$ cat src/rtl/tdfe_pkg.sv
// Shared constants, codes and types of the table-driven state machine engine.
package tdfe_pkg;

  localparam int EVENT_ENTRIES_DEF  = 16;
  localparam int ACTION_ENTRIES_DEF = 16;

  localparam int OP_W   = 3;
  localparam int ST_W   = 8;
  localparam int SLOT_W = 4;
  localparam int CNT_W  = 5;
  localparam int ACT_W  = 2;
  localparam int IDX_W  = 4;
  localparam int REG_W  = 2;

  localparam logic [OP_W-1:0] OP_WR_EVENT  = 3'd0;
  localparam logic [OP_W-1:0] OP_WR_ACTION = 3'd1;
  localparam logic [OP_W-1:0] OP_POST      = 3'd2;
  localparam logic [OP_W-1:0] OP_PERFORM   = 3'd3;
  localparam logic [OP_W-1:0] OP_INIT      = 3'd4;

  localparam logic [ACT_W-1:0] ACT_NONE   = 2'd0;
  localparam logic [ACT_W-1:0] ACT_SWITCH = 2'd1;
  localparam logic [ACT_W-1:0] ACT_RUN    = 2'd2;
  localparam logic [ACT_W-1:0] ACT_FAIL   = 2'd3;

  localparam logic [REG_W-1:0] REG_EVENT_COUNT   = 2'd0;
  localparam logic [REG_W-1:0] REG_ACTION_COUNT  = 2'd1;
  localparam logic [REG_W-1:0] REG_INITIAL_STATE = 2'd2;

  localparam logic [ST_W-1:0] NO_STATE = 8'hFF;

  typedef struct packed {
    logic [ST_W-1:0] ev;
    logic [ST_W-1:0] from_st;
    logic [ST_W-1:0] to_st;
  } ev_entry_t;

  typedef struct packed {
    logic load;
    logic scan;
    logic apply;
  } dp_cmd_t;

  typedef struct packed {
    logic scan_done;
  } dp_status_t;

endpackage

$ cat src/rtl/tdfe_ctrl.sv
// Controller of the engine: sequences accept, table scan, update and output hold.
module tdfe_ctrl (
  input  logic                clk,
  input  logic                rst,
  input  logic                s_tvalid,
  output logic                s_tready,
  output logic                m_tvalid,
  input  logic                m_tready,
  output tdfe_pkg::dp_cmd_t   cmd,
  input  tdfe_pkg::dp_status_t status
);
  import tdfe_pkg::*;

  localparam logic [1:0] S_IDLE   = 2'd0;
  localparam logic [1:0] S_SCAN   = 2'd1;
  localparam logic [1:0] S_FINISH = 2'd2;

  logic [1:0] state;
  logic [1:0] state_next;
  logic       out_valid;
  logic       out_valid_next;
  logic       out_free;

  assign out_free  = !out_valid || m_tready;
  assign s_tready  = (state == S_IDLE);
  assign m_tvalid  = out_valid;
  assign cmd.load  = (state == S_IDLE) && s_tvalid;
  assign cmd.scan  = (state == S_SCAN);
  assign cmd.apply = (state == S_FINISH) && out_free;

  always_comb begin
    state_next = state;
    case (state)
      S_IDLE: begin
        if (s_tvalid) state_next = S_SCAN;
      end
      S_SCAN: begin
        if (status.scan_done) state_next = S_FINISH;
      end
      S_FINISH: begin
        if (out_free) state_next = S_IDLE;
      end
      default: state_next = S_IDLE;
    endcase
  end

  always_comb begin
    out_valid_next = out_valid;
    if (cmd.apply) begin
      out_valid_next = 1'b1;
    end else if (m_tready) begin
      out_valid_next = 1'b0;
    end
  end

  always_ff @(posedge clk) begin
    if (rst) begin
      state     <= S_IDLE;
      out_valid <= 1'b0;
    end else begin
      state     <= state_next;
      out_valid <= out_valid_next;
    end
  end

endmodule

$ cat src/rtl/tdfe_datapath.sv
// Datapath of the engine: registers, both tables, the scan and the result register.
module tdfe_datapath #(
  parameter int EVENT_ENTRIES  = tdfe_pkg::EVENT_ENTRIES_DEF,
  parameter int ACTION_ENTRIES = tdfe_pkg::ACTION_ENTRIES_DEF
) (
  input  logic                       clk,
  input  logic                       rst,
  input  tdfe_pkg::dp_cmd_t          cmd,
  output tdfe_pkg::dp_status_t       status,
  input  logic                       cfg_we,
  input  logic [tdfe_pkg::REG_W-1:0] cfg_index,
  input  logic [7:0]                 cfg_data,
  input  logic [tdfe_pkg::OP_W-1:0]  in_op,
  input  logic [tdfe_pkg::ST_W-1:0]  in_event_id,
  input  logic [tdfe_pkg::SLOT_W-1:0] in_entry_index,
  input  logic [tdfe_pkg::ST_W-1:0]  in_entry_state,
  input  logic [tdfe_pkg::ST_W-1:0]  in_entry_next,
  output logic [tdfe_pkg::ACT_W-1:0] out_action,
  output logic [tdfe_pkg::IDX_W-1:0] out_exit_index,
  output logic [tdfe_pkg::IDX_W-1:0] out_enter_index,
  output logic [tdfe_pkg::ST_W-1:0]  out_current,
  output logic [tdfe_pkg::ST_W-1:0]  out_pending
);
  import tdfe_pkg::*;

  localparam int EAW = (EVENT_ENTRIES > 1) ? $clog2(EVENT_ENTRIES) : 1;
  localparam int AAW = (ACTION_ENTRIES > 1) ? $clog2(ACTION_ENTRIES) : 1;
  localparam logic [CNT_W-1:0] EV_CAP  =
      CNT_W'((EVENT_ENTRIES > 31) ? 31 : EVENT_ENTRIES);
  localparam logic [CNT_W-1:0] ACT_CAP =
      CNT_W'((ACTION_ENTRIES > 31) ? 31 : ACTION_ENTRIES);

  // Configuration registers.
  logic [CNT_W-1:0] event_count;
  logic [CNT_W-1:0] action_count;
  logic [ST_W-1:0]  initial_state;

  // Engine state.
  logic [ST_W-1:0] current_state;
  logic [ST_W-1:0] pending_next;
  logic            switch_flag;
  logic [ST_W-1:0] current_next;
  logic [ST_W-1:0] pending_next_next;
  logic            switch_flag_next;

  // Latched item.
  logic [OP_W-1:0]   op_q;
  logic [ST_W-1:0]   ev_q;
  logic [SLOT_W-1:0] slot_q;
  logic [ST_W-1:0]   est_q;
  logic [ST_W-1:0]   enx_q;

  // Tables.
  ev_entry_t       ev_mem  [EVENT_ENTRIES];
  logic [ST_W-1:0] act_mem [ACTION_ENTRIES];
  ev_entry_t       ev_rd;
  logic [ST_W-1:0] act_rd;

  // Scan.
  logic [CNT_W-1:0] ptr;
  logic [CNT_W-1:0] cmp_ptr;
  logic             cmp_valid;
  logic [CNT_W-1:0] used_events;
  logic [CNT_W-1:0] used_actions;
  logic [CNT_W-1:0] lim;
  logic             issue;
  logic [CNT_W+EAW-1:0]  ev_rptr_ext;
  logic [CNT_W+AAW-1:0]  act_rptr_ext;
  logic [SLOT_W+EAW-1:0] ev_slot_ext;
  logic [SLOT_W+AAW-1:0] act_slot_ext;
  logic [EAW-1:0]   ev_raddr;
  logic [AAW-1:0]   act_raddr;
  logic [EAW-1:0]   ev_waddr;
  logic [AAW-1:0]   act_waddr;
  logic             ev_we;
  logic             act_we;

  // Scan findings.
  logic             match_found;
  logic [ST_W-1:0]  match_to;
  logic             has_cur;
  logic [IDX_W-1:0] cur_idx;
  logic             has_pend;
  logic [IDX_W-1:0] pend_idx;

  // Result of the apply step.
  logic [ACT_W-1:0] act_next;
  logic [IDX_W-1:0] xi_next;
  logic [IDX_W-1:0] ni_next;

  assign used_events  = (event_count > EV_CAP) ? EV_CAP : event_count;
  assign used_actions = (action_count > ACT_CAP) ? ACT_CAP : action_count;

  always_comb begin
    case (op_q)
      OP_POST:    lim = used_events;
      OP_PERFORM: lim = used_actions;
      default:    lim = '0;
    endcase
  end

  assign issue            = cmd.scan && (ptr < lim);
  assign status.scan_done = (ptr >= lim) && !cmp_valid;

  assign ev_rptr_ext  = {{EAW{1'b0}}, ptr};
  assign act_rptr_ext = {{AAW{1'b0}}, ptr};
  assign ev_slot_ext  = {{EAW{1'b0}}, slot_q};
  assign act_slot_ext = {{AAW{1'b0}}, slot_q};
  assign ev_raddr     = ev_rptr_ext[EAW-1:0];
  assign act_raddr    = act_rptr_ext[AAW-1:0];
  assign ev_waddr     = ev_slot_ext[EAW-1:0];
  assign act_waddr    = act_slot_ext[AAW-1:0];
  assign ev_we  = cmd.apply && (op_q == OP_WR_EVENT) && (int'(slot_q) < EVENT_ENTRIES);
  assign act_we = cmd.apply && (op_q == OP_WR_ACTION) && (int'(slot_q) < ACTION_ENTRIES);

  always_ff @(posedge clk) begin
    if (ev_we) begin
      ev_mem[ev_waddr] <= '{ev: ev_q, from_st: est_q, to_st: enx_q};
    end
    ev_rd <= ev_mem[ev_raddr];
  end

  always_ff @(posedge clk) begin
    if (act_we) begin
      act_mem[act_waddr] <= est_q;
    end
    act_rd <= act_mem[act_raddr];
  end

  always_ff @(posedge clk) begin
    if (rst) begin
      event_count   <= '0;
      action_count  <= '0;
      initial_state <= '0;
    end else if (cfg_we) begin
      case (cfg_index)
        REG_EVENT_COUNT:   event_count   <= cfg_data[CNT_W-1:0];
        REG_ACTION_COUNT:  action_count  <= cfg_data[CNT_W-1:0];
        REG_INITIAL_STATE: initial_state <= cfg_data;
        default: ;
      endcase
    end
  end

  always_ff @(posedge clk) begin
    if (cmd.load) begin
      op_q   <= in_op;
      ev_q   <= in_event_id;
      slot_q <= in_entry_index;
      est_q  <= in_entry_state;
      enx_q  <= in_entry_next;
    end
  end

  always_ff @(posedge clk) begin
    if (rst) begin
      ptr       <= '0;
      cmp_valid <= 1'b0;
    end else if (cmd.load) begin
      ptr       <= '0;
      cmp_valid <= 1'b0;
    end else begin
      if (issue) ptr <= ptr + 1'b1;
      cmp_valid <= issue;
    end
  end

  always_ff @(posedge clk) begin
    cmp_ptr <= ptr;
    if (cmd.load) begin
      match_found <= 1'b0;
      has_cur     <= 1'b0;
      has_pend    <= 1'b0;
    end else if (cmp_valid) begin
      if (op_q == OP_POST && !match_found && ev_rd.ev == ev_q
          && ev_rd.from_st == current_state) begin
        match_found <= 1'b1;
        match_to    <= ev_rd.to_st;
      end
      if (op_q == OP_PERFORM) begin
        if (!has_cur && act_rd == current_state) begin
          has_cur <= 1'b1;
          cur_idx <= cmp_ptr[IDX_W-1:0];
        end
        if (!has_pend && act_rd == pending_next) begin
          has_pend <= 1'b1;
          pend_idx <= cmp_ptr[IDX_W-1:0];
        end
      end
    end
  end

  always_comb begin
    current_next      = current_state;
    pending_next_next = pending_next;
    switch_flag_next  = switch_flag;
    act_next          = ACT_NONE;
    xi_next           = '0;
    ni_next           = '0;
    case (op_q)
      OP_POST: begin
        if (match_found) begin
          pending_next_next = match_to;
          switch_flag_next  = 1'b1;
        end
      end
      OP_PERFORM: begin
        if (switch_flag) begin
          switch_flag_next = 1'b0;
          if (has_cur && has_pend) begin
            act_next          = ACT_SWITCH;
            xi_next           = cur_idx;
            ni_next           = pend_idx;
            current_next      = pending_next;
            pending_next_next = NO_STATE;
          end else begin
            act_next = ACT_FAIL;
          end
        end else if (has_cur) begin
          act_next = ACT_RUN;
          xi_next  = cur_idx;
        end
      end
      OP_INIT: begin
        current_next      = initial_state;
        pending_next_next = '0;
        switch_flag_next  = 1'b0;
      end
      default: ;
    endcase
  end

  always_ff @(posedge clk) begin
    if (rst) begin
      current_state <= '0;
      pending_next  <= '0;
      switch_flag   <= 1'b0;
    end else if (cmd.apply) begin
      current_state <= current_next;
      pending_next  <= pending_next_next;
      switch_flag   <= switch_flag_next;
    end
  end

  always_ff @(posedge clk) begin
    if (cmd.apply) begin
      out_action      <= act_next;
      out_exit_index  <= xi_next;
      out_enter_index <= ni_next;
      out_current     <= current_next;
      out_pending     <= pending_next_next;
    end
  end

endmodule

$ cat src/rtl/table_driven_fsm_engine_unit.sv
// Top level of the table-driven state machine engine.
// Table writes, init, unknown ops and scans over zero entries read no table entry; a post
// scans n = min(event_count, EVENT_ENTRIES) entries and a perform scans
// n = min(action_count, ACTION_ENTRIES) entries before the result is applied.
// One transaction at a time: an item is taken only in idle, also while a result waits.
// Reset clears control, counts and engine state; the tables hold no reset value.
module table_driven_fsm_engine_unit #(
  parameter int EVENT_ENTRIES  = tdfe_pkg::EVENT_ENTRIES_DEF,
  parameter int ACTION_ENTRIES = tdfe_pkg::ACTION_ENTRIES_DEF
) (
  input  logic        clk,
  input  logic        rst,
  input  logic        s_tvalid,
  output logic        s_tready,
  // event_id[7:0], entry_index[11:8], entry_state[19:12], entry_next[27:20]
  input  logic [31:0] s_tdata,
  // op[2:0]
  input  logic [2:0]  s_tuser,
  output logic        m_tvalid,
  input  logic        m_tready,
  // exit_index[3:0], enter_index[7:4], current_out[15:8], pending_out[23:16]
  output logic [23:0] m_tdata,
  // action[1:0]
  output logic [1:0]  m_tuser,
  input  logic        cfg_valid,
  output logic        cfg_ready,
  input  logic [1:0]  cfg_index,
  input  logic [7:0]  cfg_data
);
  import tdfe_pkg::*;

  dp_cmd_t    cmd;
  dp_status_t status;

  assign cfg_ready = 1'b1;

  tdfe_ctrl u_ctrl (
    .clk      (clk),
    .rst      (rst),
    .s_tvalid (s_tvalid),
    .s_tready (s_tready),
    .m_tvalid (m_tvalid),
    .m_tready (m_tready),
    .cmd      (cmd),
    .status   (status)
  );

  tdfe_datapath #(
    .EVENT_ENTRIES  (EVENT_ENTRIES),
    .ACTION_ENTRIES (ACTION_ENTRIES)
  ) u_datapath (
    .clk             (clk),
    .rst             (rst),
    .cmd             (cmd),
    .status          (status),
    .cfg_we          (cfg_valid),
    .cfg_index       (cfg_index),
    .cfg_data        (cfg_data),
    .in_op           (s_tuser),
    .in_event_id     (s_tdata[7:0]),
    .in_entry_index  (s_tdata[11:8]),
    .in_entry_state  (s_tdata[19:12]),
    .in_entry_next   (s_tdata[27:20]),
    .out_action      (m_tuser),
    .out_exit_index  (m_tdata[3:0]),
    .out_enter_index (m_tdata[7:4]),
    .out_current     (m_tdata[15:8]),
    .out_pending     (m_tdata[23:16])
  );

endmodule

$ cat config.mk
export PLATFORM = sky130hd
export DESIGN_NAME = table_driven_fsm_engine_unit
export DESIGN_NICKNAME = d
export VERILOG_FILES = /design/src/rtl/tdfe_pkg.sv /design/src/rtl/tdfe_ctrl.sv /design/src/rtl/tdfe_datapath.sv /design/src/rtl/table_driven_fsm_engine_unit.sv
export SDC_FILE = /design/constraint.sdc
export NUM_CORES = 1
export LEC_CHECK = 0
export BUFFER_PORTS_ARGS = -buffer_cell sky130_fd_sc_hd__buf_2
export CORE_MARGIN = 2
export CORE_UTILIZATION = 40
export CTS_BUF_LIST = sky130_fd_sc_hd__clkbuf_4 sky130_fd_sc_hd__clkbuf_8
export DETAILED_ROUTE_END_ITERATION = 6
export REMOVE_ABC_BUFFERS = 1
export SLEW_MARGIN = 20
export SYNTH_ARGS = -nofsm -noshare
export SYNTH_HDL_FRONTEND = slang
export SYNTH_SLANG_ARGS = --single-unit
$ cat constraint.sdc
create_clock -name clk -period 3.5 [get_ports clk]
set_input_delay 0.175 -clock clk [delete_from_list [all_inputs] [get_ports clk]]
set_output_delay 0.175 -clock clk [all_outputs]
set_load 0.01 [all_outputs]
==> reports/results.txt <==
The run finished with clean final reports. In this run, synthesis inferred 585 flip-flops with an integrated enable. The run gives 12.8k as the via total after detailed routing.

The clock tree skew after final layout is 39.5 ps, and the count of endpoints failing setup in the final report is 0. Detailed placement ended at an HPWL of 30700 um. For the floorplan die area, the log shows 66100 sq um. The critical path's slowest cell is sky130_fd_sc_hd__edfxtp_1. The tools report the CTS sink count as 668.

In this run the top signal layer used is met4. The root buffer cell chosen for the clock tree is sky130_fd_sc_hd__clkbuf_8. The fraction of final layout cells sized beyond drive strength 1 was 28.4%; the transition time of the tightest slew-check pin was 1110 ps. Entering global routing, the biggest net connects 69 pins. Counting flops with an async set or reset pin after synthesis yields a share of 0%.

Along the worst path, the maximum fanout reaches 24. The finished layout holds 2494 standard cells, fillers aside. The worst hold path passes through 4 cells.

For this run, the post-layout net count is 1610. The endpoint identified for the worst register-to-register timing path is u_datapath.ev_mem[5][17]. The remaining design rule violation count was 0. Setup repair after global routing left no endpoint under its margin.

For the worst setup path, the data required time is 3830 ps. Routability-driven placement finished with a final weighted congestion of 0.817. Data arrives at the worst endpoint at 3120 ps. The logs give 972 for the starting DRC count in detailed routing and 710 ps for the worst reg-to-reg setup slack.

The type of element launching the critical path is a flip-flop. The first detailed-routing pass ran for 4 iterations. The run gives 92 as the placement row count.

Critical register-to-register path startpoint: u_datapath.op_q[1]. The cell accounting for the most synthesized area is sky130_fd_sc_hd__edfxtp_1. Measured along the x axis, the die boundary spans 257 um. The initial antenna violation count was 2. Worst hold path startpoint: cfg_index[0].

The chip height works out to 257 um. The fraction of synthesized cell area taken by the top area cell type was 68.6%; the count of cells along the worst register-to-register path was 5. The logs give 0 for the number of cells upsized or downsized after cts and 0 for the yosys synthesis warning count.

The total overflow left after global routing is 0. After synthesis the cells add up to 25600 sq um. Routed wire length per instance: 21.4 um. By startpoint and endpoint, the worst setup path is classified as reg -> reg.

Of the synthesized area, sequential elements account for 75.1%. In this run the power density over the cells is 549 nW/um^2. The number of nets with antenna violations after routing was 0. The number of max-cap violations came out at 0.

The clock period could shrink to 2790 ps. A synthesized cell averages 19.0 sq um. Number of pins exceeding their max-slew limit in the final report: 0. After layout, the worst path uses 79.7% of the clock period. For the final hold violation count, the log shows 0. In the layout the commonest cells are sky130_fd_sc_hd__edfxtp_1, sky130_fd_sc_hd__mux4_2, sky130_fd_sc_hd__clkbuf_8.

The post-detailed-routing wire length was 53300 um; the final core utilization was 47.3%. Traced cell by cell, the critical path runs through or2_0 > nor3b_2 > nand3b_1 > nor2_4 > buf_4. The placeable core region is 63200 sq um, and the initial standard-cell utilization of the core is 40.5%. For the gate count of the mapped netlist, the log shows 1350. The H-tree generated during clock tree synthesis spans 3 levels.

The synthesized design contains 668 register bits. After detailed routing, the number of vias per cell comes to 5.13. For the routed metal-1 wire length, the log shows 23700 um. The tools report the number of distinct library cells after synthesis as 56.

The logs give 710 ps for the clock latency on the worst-skew pair and 16.3% for the overall track demand over capacity in global routing. The worst slew margin relative to its limit came out at 26.1%. For hold timing, the worst endpoint is u_datapath.action_count[0].

Buffers placed on the I/O ports in this run total 73. The most common cell after layout, fill and taps aside was sky130_fd_sc_hd__edfxtp_1. The worst ir drop on vdd came out at 0.261 mV. In this run the static leakage power is 9.74 nW. The wire length on met2 was 25900 um; the stage delay of the slowest cell on the critical path was 500 ps. The worst setup path is captured at a flip-flop. Summed over all nets, wire length on met3 after detailed routing comes to 2390 um.

The clock passes through at most 3 buffers. The most used flip-flop cell after synthesis is sky130_fd_sc_hd__edfxtp_1. TritonCTS built the clock tree.

In this run, CTS created clock tree buffers numbering 106. By area the synthesized netlist is led by sky130_fd_sc_hd__edfxtp_1, sky130_fd_sc_hd__mux4_2, sky130_fd_sc_hd__dfxtp_1. The register clock-pin slew on the reported worst setup and hold paths was 60 ps; the growth of design area from synthesis to finish was 16.7%.

The maximum clock frequency came out at 358 MHz. The tools report the global-route wire length before repair as 80800 um. The worst min-delay path category is in -> reg. Number of global-route vias before repair: 13.4k. The run gives 2240 as the number of cells in the design after placement. For the total I/O pin count, the log shows 79.
[cells by family after synthesis]
family          after synthesis  share of synthesized area, %
compound gates              137                          3.67
mux                         179                          13.3
xor+xnor                     32                          1.09
fa+ha+maj                     6                         0.293
buf+inv                      91                          1.77
flops                       668                          75.1
simple gates                236                          4.83
other cells                   1                        0.0146
[worst max-delay path: cells and delay by family, from the launching register on]
kind                   cells  cell delay (ps)
buffers and inverters      1              430
DFF                        1              500
and+or+nand+nor            4             1490
[worst max-delay path by stage]
stage | slack [ps] | cells past startpoint | from | to
global route | 510 | 4 | u_datapath.ev_q[0] | u_datapath.match_to[6]
floorplan | -3290 | 7 | u_datapath.ptr[0] | u_datapath.ptr[0]
global placement | 770 | 5 | u_datapath.op_q[1] | u_datapath.ev_mem[8][7]
CTS | 690 | 4 | u_datapath.ev_q[0] | u_datapath.match_to[6]
finish | 710 | 5 | u_datapath.op_q[1] | u_datapath.ev_mem[5][17]
detailed placement | 720 | 4 | u_datapath.ev_q[0] | u_datapath.match_to[2]
[cell type report]
type	count	area, sq um
antenna	1	2.50
clock buffer	154	1860
clock inverter	47	335
fill	5296	33300
inverter	21	78.8
multi-input combinational	591	6060
sequential	668	19200
tap	846	1060
timing repair buffer	166	1260
[stage by stage]
stage          total power [mW]  worst slack, ps  area (sq um)  hold WS (ps)  TNS (ps)
4_1_cts                    16.6              685         29800          53.4         0
2_1_floorplan              9.52            -3290         25200           244   -704440
5_1_grt                    17.1              512         29900           106         0
3_5_place_dp               9.82              723         27200           353         0
6_report                   16.4              711         29900           129         0
3_3_place_gp               9.79              769         27200           352         0
[synthesized netlist by cell type, types with 2 or more instances]
| cell type | instances |
|---|---|
| sky130_fd_sc_hd__a21o_1 | 9 |
| sky130_fd_sc_hd__nand2_1 | 36 |
| sky130_fd_sc_hd__buf_6 | 8 |
| sky130_fd_sc_hd__mux4_2 | 128 |
| sky130_fd_sc_hd__buf_1 | 11 |
| sky130_fd_sc_hd__and4b_1 | 2 |
| sky130_fd_sc_hd__edfxtp_1 | 585 |
| sky130_fd_sc_hd__o22ai_1 | 14 |
| sky130_fd_sc_hd__or3_1 | 3 |
| sky130_fd_sc_hd__dfxtp_1 | 83 |
| sky130_fd_sc_hd__xnor2_1 | 12 |
| sky130_fd_sc_hd__and2_1 | 5 |
| sky130_fd_sc_hd__nor4_1 | 3 |
| sky130_fd_sc_hd__nor3b_2 | 2 |
| sky130_fd_sc_hd__a221oi_2 | 8 |
| sky130_fd_sc_hd__nand4_1 | 5 |
| sky130_fd_sc_hd__o21ai_0 | 14 |
| sky130_fd_sc_hd__inv_1 | 21 |
| sky130_fd_sc_hd__buf_4 | 10 |
| sky130_fd_sc_hd__xor2_1 | 20 |
| sky130_fd_sc_hd__mux2i_1 | 50 |
| sky130_fd_sc_hd__a21oi_1 | 40 |
| sky130_fd_sc_hd__and3_1 | 8 |
| sky130_fd_sc_hd__a211oi_1 | 41 |
| sky130_fd_sc_hd__clkbuf_1 | 29 |
| sky130_fd_sc_hd__buf_2 | 11 |
| sky130_fd_sc_hd__nand3b_1 | 6 |
| sky130_fd_sc_hd__nor3_1 | 4 |
| sky130_fd_sc_hd__nand2b_1 | 18 |
| sky130_fd_sc_hd__nor2_1 | 71 |
| sky130_fd_sc_hd__nand3_1 | 24 |
| sky130_fd_sc_hd__nor3b_1 | 4 |
| sky130_fd_sc_hd__a31oi_1 | 2 |
| sky130_fd_sc_hd__nor2b_1 | 35 |
| sky130_fd_sc_hd__o21bai_1 | 2 |
| sky130_fd_sc_hd__ha_1 | 6 |
[flip-flops by register name, summed over array words and instances, names as in the netlist, 8 cells and up]
register                  flops
u_datapath.out_current        8
u_datapath.enx_q              8
u_datapath.pending_next       8
u_datapath.out_pending        8
u_datapath.initial_state      8
u_datapath.ev_rd             24
u_datapath.ev_q               8
u_datapath.ev_mem           384
u_datapath.match_to           8
u_datapath.est_q              8
u_datapath.current_state      8
u_datapath.act_mem          128
u_datapath.act_rd             8
[where the power goes]
part | switching (mW) | internal [mW]
Combinational | 0.337 | 0.241
Sequential | 0.228 | 8.89
Clock | 3.06 | 3.68
Total | 3.62 | 12.8
[metal layers]
layer	vias to the layer above	GRT usage [%]
met5	-	0
met4	0	5.64
met3	96	3.06
met2	298	26.7
met1	6579	22.0
li1	5823	-
[repair_timing]
action                    4_1_cts  5_1_grt
hold buffers                   48        0
setup buffers                   0        0
hold endpoints to repair       52        0
(Power assumes the default switching activity.)
